--- config.mk ---
export PLATFORM = sky130hd
export DESIGN_NAME = midi_note_event_parser
export DESIGN_NICKNAME = d
export VERILOG_FILES = /design/src/hdl/mnep_pkg.sv /design/src/hdl/mnep_parser.sv /design/src/hdl/mnep_out_buf.sv /design/src/hdl/midi_note_event_parser.sv
export SDC_FILE = /design/constraint.sdc
export NUM_CORES = 1
export LEC_CHECK = 0
export BUFFER_PORTS_ARGS = -buffer_cell sky130_fd_sc_hd__buf_2
export CAP_MARGIN = 0
export CORE_MARGIN = 2
export CORE_UTILIZATION = 52
export DETAILED_ROUTE_END_ITERATION = 8
export PLACE_DENSITY_LB_ADDON = 0.2
export REMOVE_ABC_BUFFERS = 1
export SKIP_CTS_REPAIR_TIMING = 1
export SLEW_MARGIN = 20
export SYNTH_ARGS = -nofsm -noshare
export SYNTH_HDL_FRONTEND = slang
export SYNTH_HIERARCHICAL = 1
export SYNTH_SLANG_ARGS = --single-unit
--- constraint.sdc ---
create_clock -name clk_i -period 3.45 [get_ports clk_i]
set_input_delay 0.69 -clock clk_i [delete_from_list [all_inputs] [get_ports clk_i]]
set_output_delay 0.69 -clock clk_i [all_outputs]
set_load 0.02 [all_outputs]
--- src/hdl/mnep_pkg.sv ---
// shared types and constants for the midi note event parser
package mnep_pkg;

  localparam int unsigned Capacity   = 1024;
  localparam int unsigned SlotW      = 11;
  localparam int unsigned IndexW     = 10;
  localparam int unsigned TimeW      = 16;
  localparam int unsigned ByteW      = 8;
  localparam int unsigned DataW      = 7;
  localparam int unsigned CfgIdxW    = 1;

  localparam logic [DataW-1:0] NoteFloorRst = 7'd11;
  localparam logic [DataW-1:0] VelFloorRst  = 7'd5;
  localparam logic [ByteW-1:0] RunStatusRst = 8'h90;

  // status byte high nibbles
  localparam logic [3:0] StNoteOff  = 4'h8;
  localparam logic [3:0] StNoteOn   = 4'h9;
  localparam logic [3:0] StPolyPres = 4'hA;
  localparam logic [3:0] StCtrl     = 4'hB;
  localparam logic [3:0] StProg     = 4'hC;
  localparam logic [3:0] StChanPres = 4'hD;
  localparam logic [3:0] StBend     = 4'hE;

  typedef enum logic [CfgIdxW-1:0] {
    CfgNoteFloor = 1'b0,
    CfgVelFloor  = 1'b1
  } cfg_idx_e;

  typedef enum logic [4:0] {
    PhStatus = 5'b00001,
    PhData1  = 5'b00010,
    PhData2  = 5'b00100,
    PhSkip2  = 5'b01000,
    PhSkip1  = 5'b10000
  } phase_e;

  typedef struct packed {
    logic                 valid;
    logic [CfgIdxW-1:0]   index;
    logic [DataW-1:0]     data;
  } cfg_wr_t;

  typedef struct packed {
    logic [IndexW-1:0] event_index;
    logic [TimeW-1:0]  event_time;
    logic              note_on;
    logic [DataW-1:0]  note_number;
    logic [DataW-1:0]  velocity;
    logic              now_full;
  } event_t;

endpackage

--- src/hdl/mnep_parser.sv ---
// byte parser: phase state, running status, slot count and config registers
module mnep_parser (
  input  logic                          clk_i,
  input  logic                          rst_ni,
  input  mnep_pkg::cfg_wr_t             cfg_wr_i,
  input  logic                          byte_valid_i,
  input  logic [mnep_pkg::ByteW-1:0]    rx_byte_i,
  input  logic [mnep_pkg::TimeW-1:0]    timestamp_i,
  output logic                          evt_valid_o,
  output mnep_pkg::event_t              evt_o
);
  import mnep_pkg::*;

  logic [DataW-1:0] note_floor_q, vel_floor_q;
  phase_e           phase_q, phase_d;
  phase_e           saved_q, saved_d;
  logic [ByteW-1:0] run_status_q, run_status_d;
  logic [TimeW-1:0] pend_time_q, pend_time_d;
  logic             pend_on_q, pend_on_d;
  logic [DataW-1:0] pend_note_q, pend_note_d;
  logic [SlotW-1:0] slot_q, slot_d;
  logic             full_q, full_d;

  logic [SlotW-1:0] slot_inc;
  logic             full_now;
  logic [DataW-1:0] data;

  assign data     = rx_byte_i[DataW-1:0];
  assign slot_inc = slot_q + SlotW'(1);
  assign full_now = {1'b0, slot_inc} >= (SlotW+1)'(Capacity);

  // config writes
  always_ff @(posedge clk_i or negedge rst_ni) begin
    if (!rst_ni) begin
      note_floor_q <= NoteFloorRst;
      vel_floor_q  <= VelFloorRst;
    end else if (cfg_wr_i.valid) begin
      unique case (cfg_idx_e'(cfg_wr_i.index))
        CfgNoteFloor: note_floor_q <= cfg_wr_i.data;
        CfgVelFloor:  vel_floor_q  <= cfg_wr_i.data;
        default: ;
      endcase
    end
  end

  always_comb begin
    phase_d      = phase_q;
    saved_d      = saved_q;
    run_status_d = run_status_q;
    pend_time_d  = pend_time_q;
    pend_on_d    = pend_on_q;
    pend_note_d  = pend_note_q;
    slot_d       = slot_q;
    full_d       = full_q;
    evt_valid_o  = 1'b0;

    evt_o.event_index = slot_q[IndexW-1:0];
    evt_o.event_time  = pend_time_q;
    evt_o.note_on     = pend_on_q;
    evt_o.note_number = pend_note_q;
    evt_o.velocity    = data;
    evt_o.now_full    = full_now;
    if (data < vel_floor_q) begin
      evt_o.note_on  = 1'b0;
      evt_o.velocity = '0;
    end

    if (byte_valid_i && !full_q) begin
      if (rx_byte_i[ByteW-1]) begin
        case (rx_byte_i[ByteW-1 -: 4])
          StNoteOff, StNoteOn: begin
            pend_time_d  = timestamp_i;
            run_status_d = rx_byte_i;
            pend_on_d    = rx_byte_i[4];
            pend_note_d  = '0;
            phase_d      = PhData1;
          end
          StPolyPres, StCtrl, StBend: begin
            saved_d = phase_q;
            phase_d = PhSkip2;
          end
          StProg, StChanPres: begin
            saved_d = phase_q;
            phase_d = PhSkip1;
          end
          default: begin
            // system messages: odd low nibble skips one byte, even skips two
            saved_d = phase_q;
            phase_d = rx_byte_i[0] ? PhSkip1 : PhSkip2;
          end
        endcase
      end else begin
        unique case (phase_q)
          PhData1: begin
            pend_note_d = (data > note_floor_q) ? data : '0;
            phase_d     = PhData2;
          end
          PhData2: begin
            evt_valid_o = 1'b1;
            slot_d      = slot_inc;
            full_d      = full_now;
            phase_d     = PhStatus;
          end
          PhSkip2: phase_d = PhSkip1;
          PhSkip1: phase_d = saved_q;
          default: begin
            // running status: new note under the last note status
            pend_time_d = timestamp_i;
            pend_on_d   = run_status_q[4];
            pend_note_d = data;
            phase_d     = PhData2;
          end
        endcase
      end
    end
  end

  always_ff @(posedge clk_i or negedge rst_ni) begin
    if (!rst_ni) begin
      phase_q      <= PhStatus;
      saved_q      <= PhStatus;
      run_status_q <= RunStatusRst;
      pend_time_q  <= '0;
      pend_on_q    <= 1'b0;
      pend_note_q  <= '0;
      slot_q       <= '0;
      full_q       <= 1'b0;
    end else begin
      phase_q      <= phase_d;
      saved_q      <= saved_d;
      run_status_q <= run_status_d;
      pend_time_q  <= pend_time_d;
      pend_on_q    <= pend_on_d;
      pend_note_q  <= pend_note_d;
      slot_q       <= slot_d;
      full_q       <= full_d;
    end
  end

endmodule

--- src/hdl/mnep_out_buf.sv ---
// result register with a skid slot that absorbs one more event under a stall
module mnep_out_buf (
  input  logic              clk_i,
  input  logic              rst_ni,
  input  logic              push_i,
  input  mnep_pkg::event_t  data_i,
  output logic              space_o,
  output logic              valid_o,
  input  logic              ready_i,
  output mnep_pkg::event_t  data_o
);
  import mnep_pkg::*;

  logic   out_valid_q, skid_valid_q;
  event_t out_q, skid_q;
  logic   load;

  assign space_o = !skid_valid_q;
  assign valid_o = out_valid_q;
  assign data_o  = out_q;
  assign load    = !out_valid_q || ready_i;

  always_ff @(posedge clk_i or negedge rst_ni) begin
    if (!rst_ni) begin
      out_valid_q  <= 1'b0;
      skid_valid_q <= 1'b0;
    end else if (load) begin
      if (skid_valid_q) begin
        skid_valid_q <= 1'b0;
      end else begin
        out_valid_q <= push_i;
      end
    end else if (push_i) begin
      skid_valid_q <= 1'b1;
    end
  end

  always_ff @(posedge clk_i) begin
    if (load) begin
      out_q <= skid_valid_q ? skid_q : data_i;
    end else if (push_i) begin
      skid_q <= data_i;
    end
  end

endmodule

--- src/hdl/midi_note_event_parser.sv ---
// midi note event parser top level: request channels, config port, parser and result buffer
//
// Input channel (in_valid_i/in_ready_o) takes one received MIDI byte plus the
// current timestamp per request. Note on/off messages, including running
// status, are parsed; other status bytes skip their data bytes. The byte that
// completes a note yields one event request on the output channel
// (out_valid_o/out_ready_i); all other bytes yield nothing.
// An event is captured in the result register, or in the skid slot under a stall, when its
// velocity byte is taken. Throughput: one byte per cycle while in_ready_o is high; the parser
// step is combinational logic between the state registers and the result register.
// When the receiver stalls, a skid slot behind the result register absorbs one
// more event; in_ready_o drops only while that slot is occupied.
// Config writes (note floor, velocity floor) are always taken (cfg_ready_o is tied high) and
// must be issued while the block is idle.
// Reset clears the parse state, running status (note on, channel 0), the slot
// count and the full flag; the floors return to 11 and 5. Once the slot count
// reaches capacity the full flag stays set and bytes are taken but ignored.
module midi_note_event_parser (
  input  logic                           clk_i,
  input  logic                           rst_ni,
  input  logic                           cfg_valid_i,
  output logic                           cfg_ready_o,
  input  logic [mnep_pkg::CfgIdxW-1:0]   cfg_index_i,
  input  logic [mnep_pkg::DataW-1:0]     cfg_data_i,
  input  logic                           in_valid_i,
  output logic                           in_ready_o,
  input  logic [mnep_pkg::ByteW-1:0]     rx_byte_i,
  input  logic [mnep_pkg::TimeW-1:0]     timestamp_i,
  output logic                           out_valid_o,
  input  logic                           out_ready_i,
  output logic [mnep_pkg::IndexW-1:0]    event_index_o,
  output logic [mnep_pkg::TimeW-1:0]     event_time_o,
  output logic                           note_on_o,
  output logic [mnep_pkg::DataW-1:0]     note_number_o,
  output logic [mnep_pkg::DataW-1:0]     velocity_o,
  output logic                           now_full_o
);
  import mnep_pkg::*;

  cfg_wr_t cfg_wr;
  logic    space;
  logic    evt_valid;
  event_t  evt, evt_out;

  assign cfg_ready_o  = 1'b1;
  assign cfg_wr.valid = cfg_valid_i;
  assign cfg_wr.index = cfg_index_i;
  assign cfg_wr.data  = cfg_data_i;
  assign in_ready_o   = space;

  mnep_parser u_parser (
    .clk_i        (clk_i),
    .rst_ni       (rst_ni),
    .cfg_wr_i     (cfg_wr),
    .byte_valid_i (in_valid_i && space),
    .rx_byte_i    (rx_byte_i),
    .timestamp_i  (timestamp_i),
    .evt_valid_o  (evt_valid),
    .evt_o        (evt)
  );

  mnep_out_buf u_out_buf (
    .clk_i   (clk_i),
    .rst_ni  (rst_ni),
    .push_i  (evt_valid),
    .data_i  (evt),
    .space_o (space),
    .valid_o (out_valid_o),
    .ready_i (out_ready_i),
    .data_o  (evt_out)
  );

  assign event_index_o = evt_out.event_index;
  assign event_time_o  = evt_out.event_time;
  assign note_on_o     = evt_out.note_on;
  assign note_number_o = evt_out.note_number;
  assign velocity_o    = evt_out.velocity;
  assign now_full_o    = evt_out.now_full;

endmodule
# [After elaboration in Yosys (flattened, before gate mapping)]
# Cells that the tools add are included.
[op_classes] addsub=1 order_cmp=3 n_eq_ne=14 n_mux=22 bitwise=5 n_reduce_logical=21
[op_table] op="$mux 16" count=3
[op_table] op="$mux 42" count=1
[op_table] op="$pmux 5 s3" count=2
[op_table] op="$eq 4x4->1 const B" count=7
[op_table] op="$mux 7" count=4
[op_table] op="$reduce_and 3->1" count=5
[op_table] op="$pmux 7 s2" count=1
[op_table] op="$add 11x1->11 const B" count=1
[op_table] op="$ge 11x11->1 const B" count=1
[op_table] op="$mux 5" count=2
[op_table] op="$mux 1" count=9
[op_table] op="$reduce_and 2->1" count=4
[op_table] op="$gt 7x7->1" count=1
[op_table] op="$lt 7x7->1" count=1
[op_table] op="$ne 2x1->1 const B" count=3
[op_table] op="$reduce_or 3->1" count=2
[op_table] op="$eq 5x2->1 const B" count=1
[op_table] op="$eq 5x3->1 const B" count=1
[op_table] op="$eq 5x4->1 const B" count=1
[op_table] op="$eq 5x5->1 const B" count=1
[op_table] op="$not 1->1" count=5
[op_table] op="$reduce_or 2->1" count=2
[op_table] op="$reduce_or 4->1" count=1
[op_table] op="$logic_not 1->1" count=3
[op_table] op="3 further kinds" count=4
[word_totals] register_bits=151 input_bits=37 output_inout_bits=45 elab_cells=90

# [Longest topological paths before layout]
[logic_depth] depth_word=6 mapped_depth=11 ltp_nobuf=8

# [Cells and area by module]
# The synthesis kept the hierarchy.
[modules_own_cells] mod="mnep_out_buf" n_inst=1 cells_per_inst=140 area_each_um2=3323.2 seq_area_each_um2=2572.5
[modules_own_cells] mod="mnep_parser" n_inst=1 cells_per_inst=245 area_each_um2=2954.1 seq_area_each_um2=1511.4
[modules_own_cells] mod="midi_note_event_parser" n_inst=1 cells_per_inst=3 area_each_um2=17.5 seq_area_each_um2=0.0

# [Worst setup path after synthesis]
# OpenSTA, ideal clock, no wires.
[synth_timing] kind="input to register" from="input out_ready_i" to="register u_out_buf/skid_q[0] (netlist bit) (enable)" setup_time_ps=441 t_arrival_ps=3650 t_required_ps=3009 path_slack_ps=-642 cell_stages=2 n_path_buf=0 cell_sequence="nand2b_1 -> nor2_1"
[synth_via] elab_chain_cells=3
[synth_rtl] item="start: declaration" line_no="midi_note_event_parser.sv:30" text="input logic out_ready_i,"
[synth_rtl] item="$logic_or 1x1->1" line_no="mnep_out_buf.sv:21" text="assign load = !out_valid_q || ready_i;"
[synth_rtl] item="$not 1->1 (no source line)"
[synth_rtl] item="$reduce_and 2->1 (no source line)"
[synth_rtl] item="end signal: assignment" line_no="mnep_out_buf.sv:42" text="skid_q <= data_i;"
[synth_rtl] item="end: declaration" line_no="mnep_out_buf.sv:15" text="event_t out_q, skid_q;"
# No other way between the ends.
# A chain may end at the register's enable or synchronous reset.

# [Worst setup path in the final report]
[layout_timing] from="register u_out_buf.skid_valid_q" to="register u_out_buf/skid_q[1] (netlist bit) (enable)"
[layout_via] elab_chain_cells=5
[layout_rtl] item="start: declaration" line_no="mnep_out_buf.sv:14" text="logic out_valid_q, skid_valid_q;"
[layout_rtl] item="start signal: assignment" line_no="mnep_out_buf.sv:26" text="skid_valid_q <= 1'b0;"
[layout_rtl] item="start signal: assignment" line_no="mnep_out_buf.sv:29" text="skid_valid_q <= 1'b0;"
[layout_rtl] item="start signal: assignment" line_no="mnep_out_buf.sv:34" text="skid_valid_q <= 1'b1;"
[layout_rtl] item="$logic_not 1->1" line_no="mnep_out_buf.sv:18" text="assign space_o = !skid_valid_q;"
[layout_rtl] item="$logic_and 1x1->1" line_no="midi_note_event_parser.sv:55" text=".byte_valid_i (in_valid_i && space),"
[layout_rtl] item="$logic_and 1x1->1" line_no="mnep_parser.sv:68" text="if (byte_valid_i && !full_q) begin"
[layout_rtl] item="$mux 1" line_no="mnep_parser.sv:68"
[layout_rtl] item="named net evt_valid" line_no="midi_note_event_parser.sv:42" text="logic evt_valid;"
[layout_rtl] item="$reduce_and 2->1 (no source line)"
# The timed path passes the listed nets, and every way through them passes these cells.

==> run metrics <==
main flop type after synthesis edfxtp_1; fmax 428 MHz; Hold WC Path Type input port to asynchronous set/reset pin; largest cells by area after synthesis edfxtp_1 (40%), dfrtp_1 (21%), mux2_4 (11%); Via-to-Cell Ratio 5.40; Relative slew margins 48.1%; post-synthesis sequential area ratio 64.9%; Top delay family on crit path simple AND/OR/NAND/NOR gates; gr ovfl total 0; YS warnings 6; Hold Worst Slack 270 ps; critical path buffer and inverter count 4; clk sinks 146; max_cap viols 0; Starting DRT DRC Count 210; Avg Cell Area, Syn 16.2 um2; CTS tree yes; slowest stage delay, CP 420 ps; layout cells sized above 1 41.4%; Net Sw Frac 25.6%; PnR worst setup slack 1110 ps; Flop pwr share 46.3%; peak supply drop 0.377 mV; worst-skew pair later-pin latency 410 ps; CTS Root Cell clkbuf_16; startpoint types register; clk buf depth 2; initial antenna violation count 0; net load switching power 1.38 mW; Arr. time, crit path 2430 ps; CTS HTree Levels 4; cells along the critical path inv_4 -> and2_1 -> nor3b_4 -> nand4_2 -> inv_2 -> inv_1 -> nor2_4 -> buf_12; pre-CTS WS 776 ps; Setup CP Type register to register; total wire length 10,900 um; DRT antenna net count 0; drt drc 0; post-synth top area share 40.1%; nature of the critical path endpoint register; Power Density 730 nW/um2; Yosys reg bits 146; Final Hold Fails 0; slowest cell on the critical path dfrtp_2; Layout area overhead 17.7%; placed cell count 610; crit path max fanout 35; Post-synth EDFFs 84; final worst-path cycle share 67.7%; Core Rows 40; clock share of power 34.6%; most frequent cell after synthesis edfxtp_1; # setup viols final 0; Distinct cells, synth 51; synth cell count leaders edfxtp_1 (84), dfrtp_1 (54), mux2_4 (47), mux2_2 (26), nand2_1 (22); status complete, no violations; fin crit period 2340 ps; All-Layer GR Usage 18.0%; RSZ-0062 raised after global routing no; pin count of the biggest net entering global routing 44; CTS Buf Count 17; vias in the first global route 3,456; Die ar. 13,000 um2; total core area 11,900 um2; Pwr Total 5.41 mW; Non-Filler Instances 642; P_int 4.02 mW; vias 3,465; Buffers on Ports 80; WP data required 3550 ps; Top-Level Pins 82; Synth Instances 388; DP HPWL 7140 um; initial core utilization 52.8%; Pre-antenna DRT Iters 4; die span in x 114 um; Final Max Slew Viols 0; Die H 114 um; Final Core Density 62.2%; fin nets 533; Clock Pin Slew Worst Setup and Hold Paths 50 ps; worst slew pin tran 778 ps; Worst Clk Skew 12.2 ps; Logic pwr share 19.2%; asr flop ratio synth 42.5%; leakage power 3.19 nW; Syn Std Cell Area 6290 um2; WL/cell 17.0 um; ANT cells 0; first-pass GRT wire length 17,600 um; RePlAce Congestion 0.822; top cell type by total area after synthesis edfxtp_1
sequential cells by signal, summed over array words and instances, names as in the netlist, 5 cells and up:
signal	cells
u_out_buf/data_o	42
u_out_buf/skid_q	42
u_parser/pend_time_q	16
u_parser/slot_q	11
u_parser/note_floor_q	7
u_parser/pend_note_q	7
u_parser/vel_floor_q	7
u_parser/phase_q	5
u_parser/saved_q	5
per-layer routing:
layer / GRT usage, % / wire [um] / vias up
met1: 24.7 / 5180 / 1743
met5: 0 / 0 / -
met2: 27.4 / 5170 / 80
li1: - / - / 1633
met3: 5.42 / 470 / 9
met4: 6.26 / 99 / 0
logic make-up (layout without fill, tap and decap cells):
logic type,count (synthesis),after routing,synth area share [%]
AND/OR/NAND/NOR,69,69,5.96
XOR/XNOR,10,10,1.39
other,1,1,0.0596
flip-flops,146,146,64.9
buffers and inverters,28,135,3.34
AO/OA/AOI/OAI,46,46,5.57
adder cells (fa/ha/maj),14,14,2.78
multiplexers,74,74,16.0
final cells by class:
cell class / count / area (um2)
Inverter: 17 / 66.3
Tap cell: 147 / 184
Timing Repair Buffer: 86 / 458
Sequential cell: 146 / 4090
Multi-Input combinational cell: 214 / 2010
Clock buffer: 22 / 444
Clock inverter: 10 / 160
Fill cell: 905 / 4500
metrics by stage:
step / area, um2 / setup TNS [ps]
detailed placement: 6800 / 0
finish: 7410 / 0
global placement: 6800 / 0
global route: 7410 / 0
floorplan: 6150 / -45460
CTS: 7410 / 0
power by group through the flow:
stage	logic, mW	clock network [mW]	registers [mW]
after floorplan	0.548	0	2.69
after global placement	1.01	0	2.52
after detailed placement	1.04	0	2.54
after CTS	1.05	1.90	2.51
after global routing	1.12	1.99	2.55
final	1.04	1.87	2.50
path summary, 6_finish.rpt:
path / startpoint / endpoint / slack, ps / depth (start not counted)
max: u_out_buf/skid_valid_q / u_out_buf/skid_q[1] / 1110 / 8
max reg2reg: u_out_buf/skid_valid_q / u_out_buf/skid_q[1] / 1110 / 8
max in group asynchronous: rst_ni / u_out_buf/skid_valid_q / 2210 / 2
min reg2reg: u_parser/pend_time_q[4] / u_out_buf/skid_q[20] / 470 / 0
min: rst_ni / u_parser/vel_floor_q[1] / 270 / 1
min in group clk_i: u_parser/pend_time_q[4] / u_out_buf/skid_q[20] / 470 / 0
layout by cell type (no fill, tap or decap), types with 5 or more instances in the layout:
cell,n
o21ai_0,7
buf_2,80
nor2_1,10
buf_4,5
clkbuf_1,5
clkbuf_16,17
inv_1,15
nand3_1,10
a21oi_1,5
dfrtp_1,53
mux2_4,47
nand2_1,22
o2bb2ai_1,7
mux2_2,26
xnor2_1,7
ha_1,14
a21boi_0,8
edfxtp_1,84
dfstp_2,8
Power figures use the tool's default switching activity.
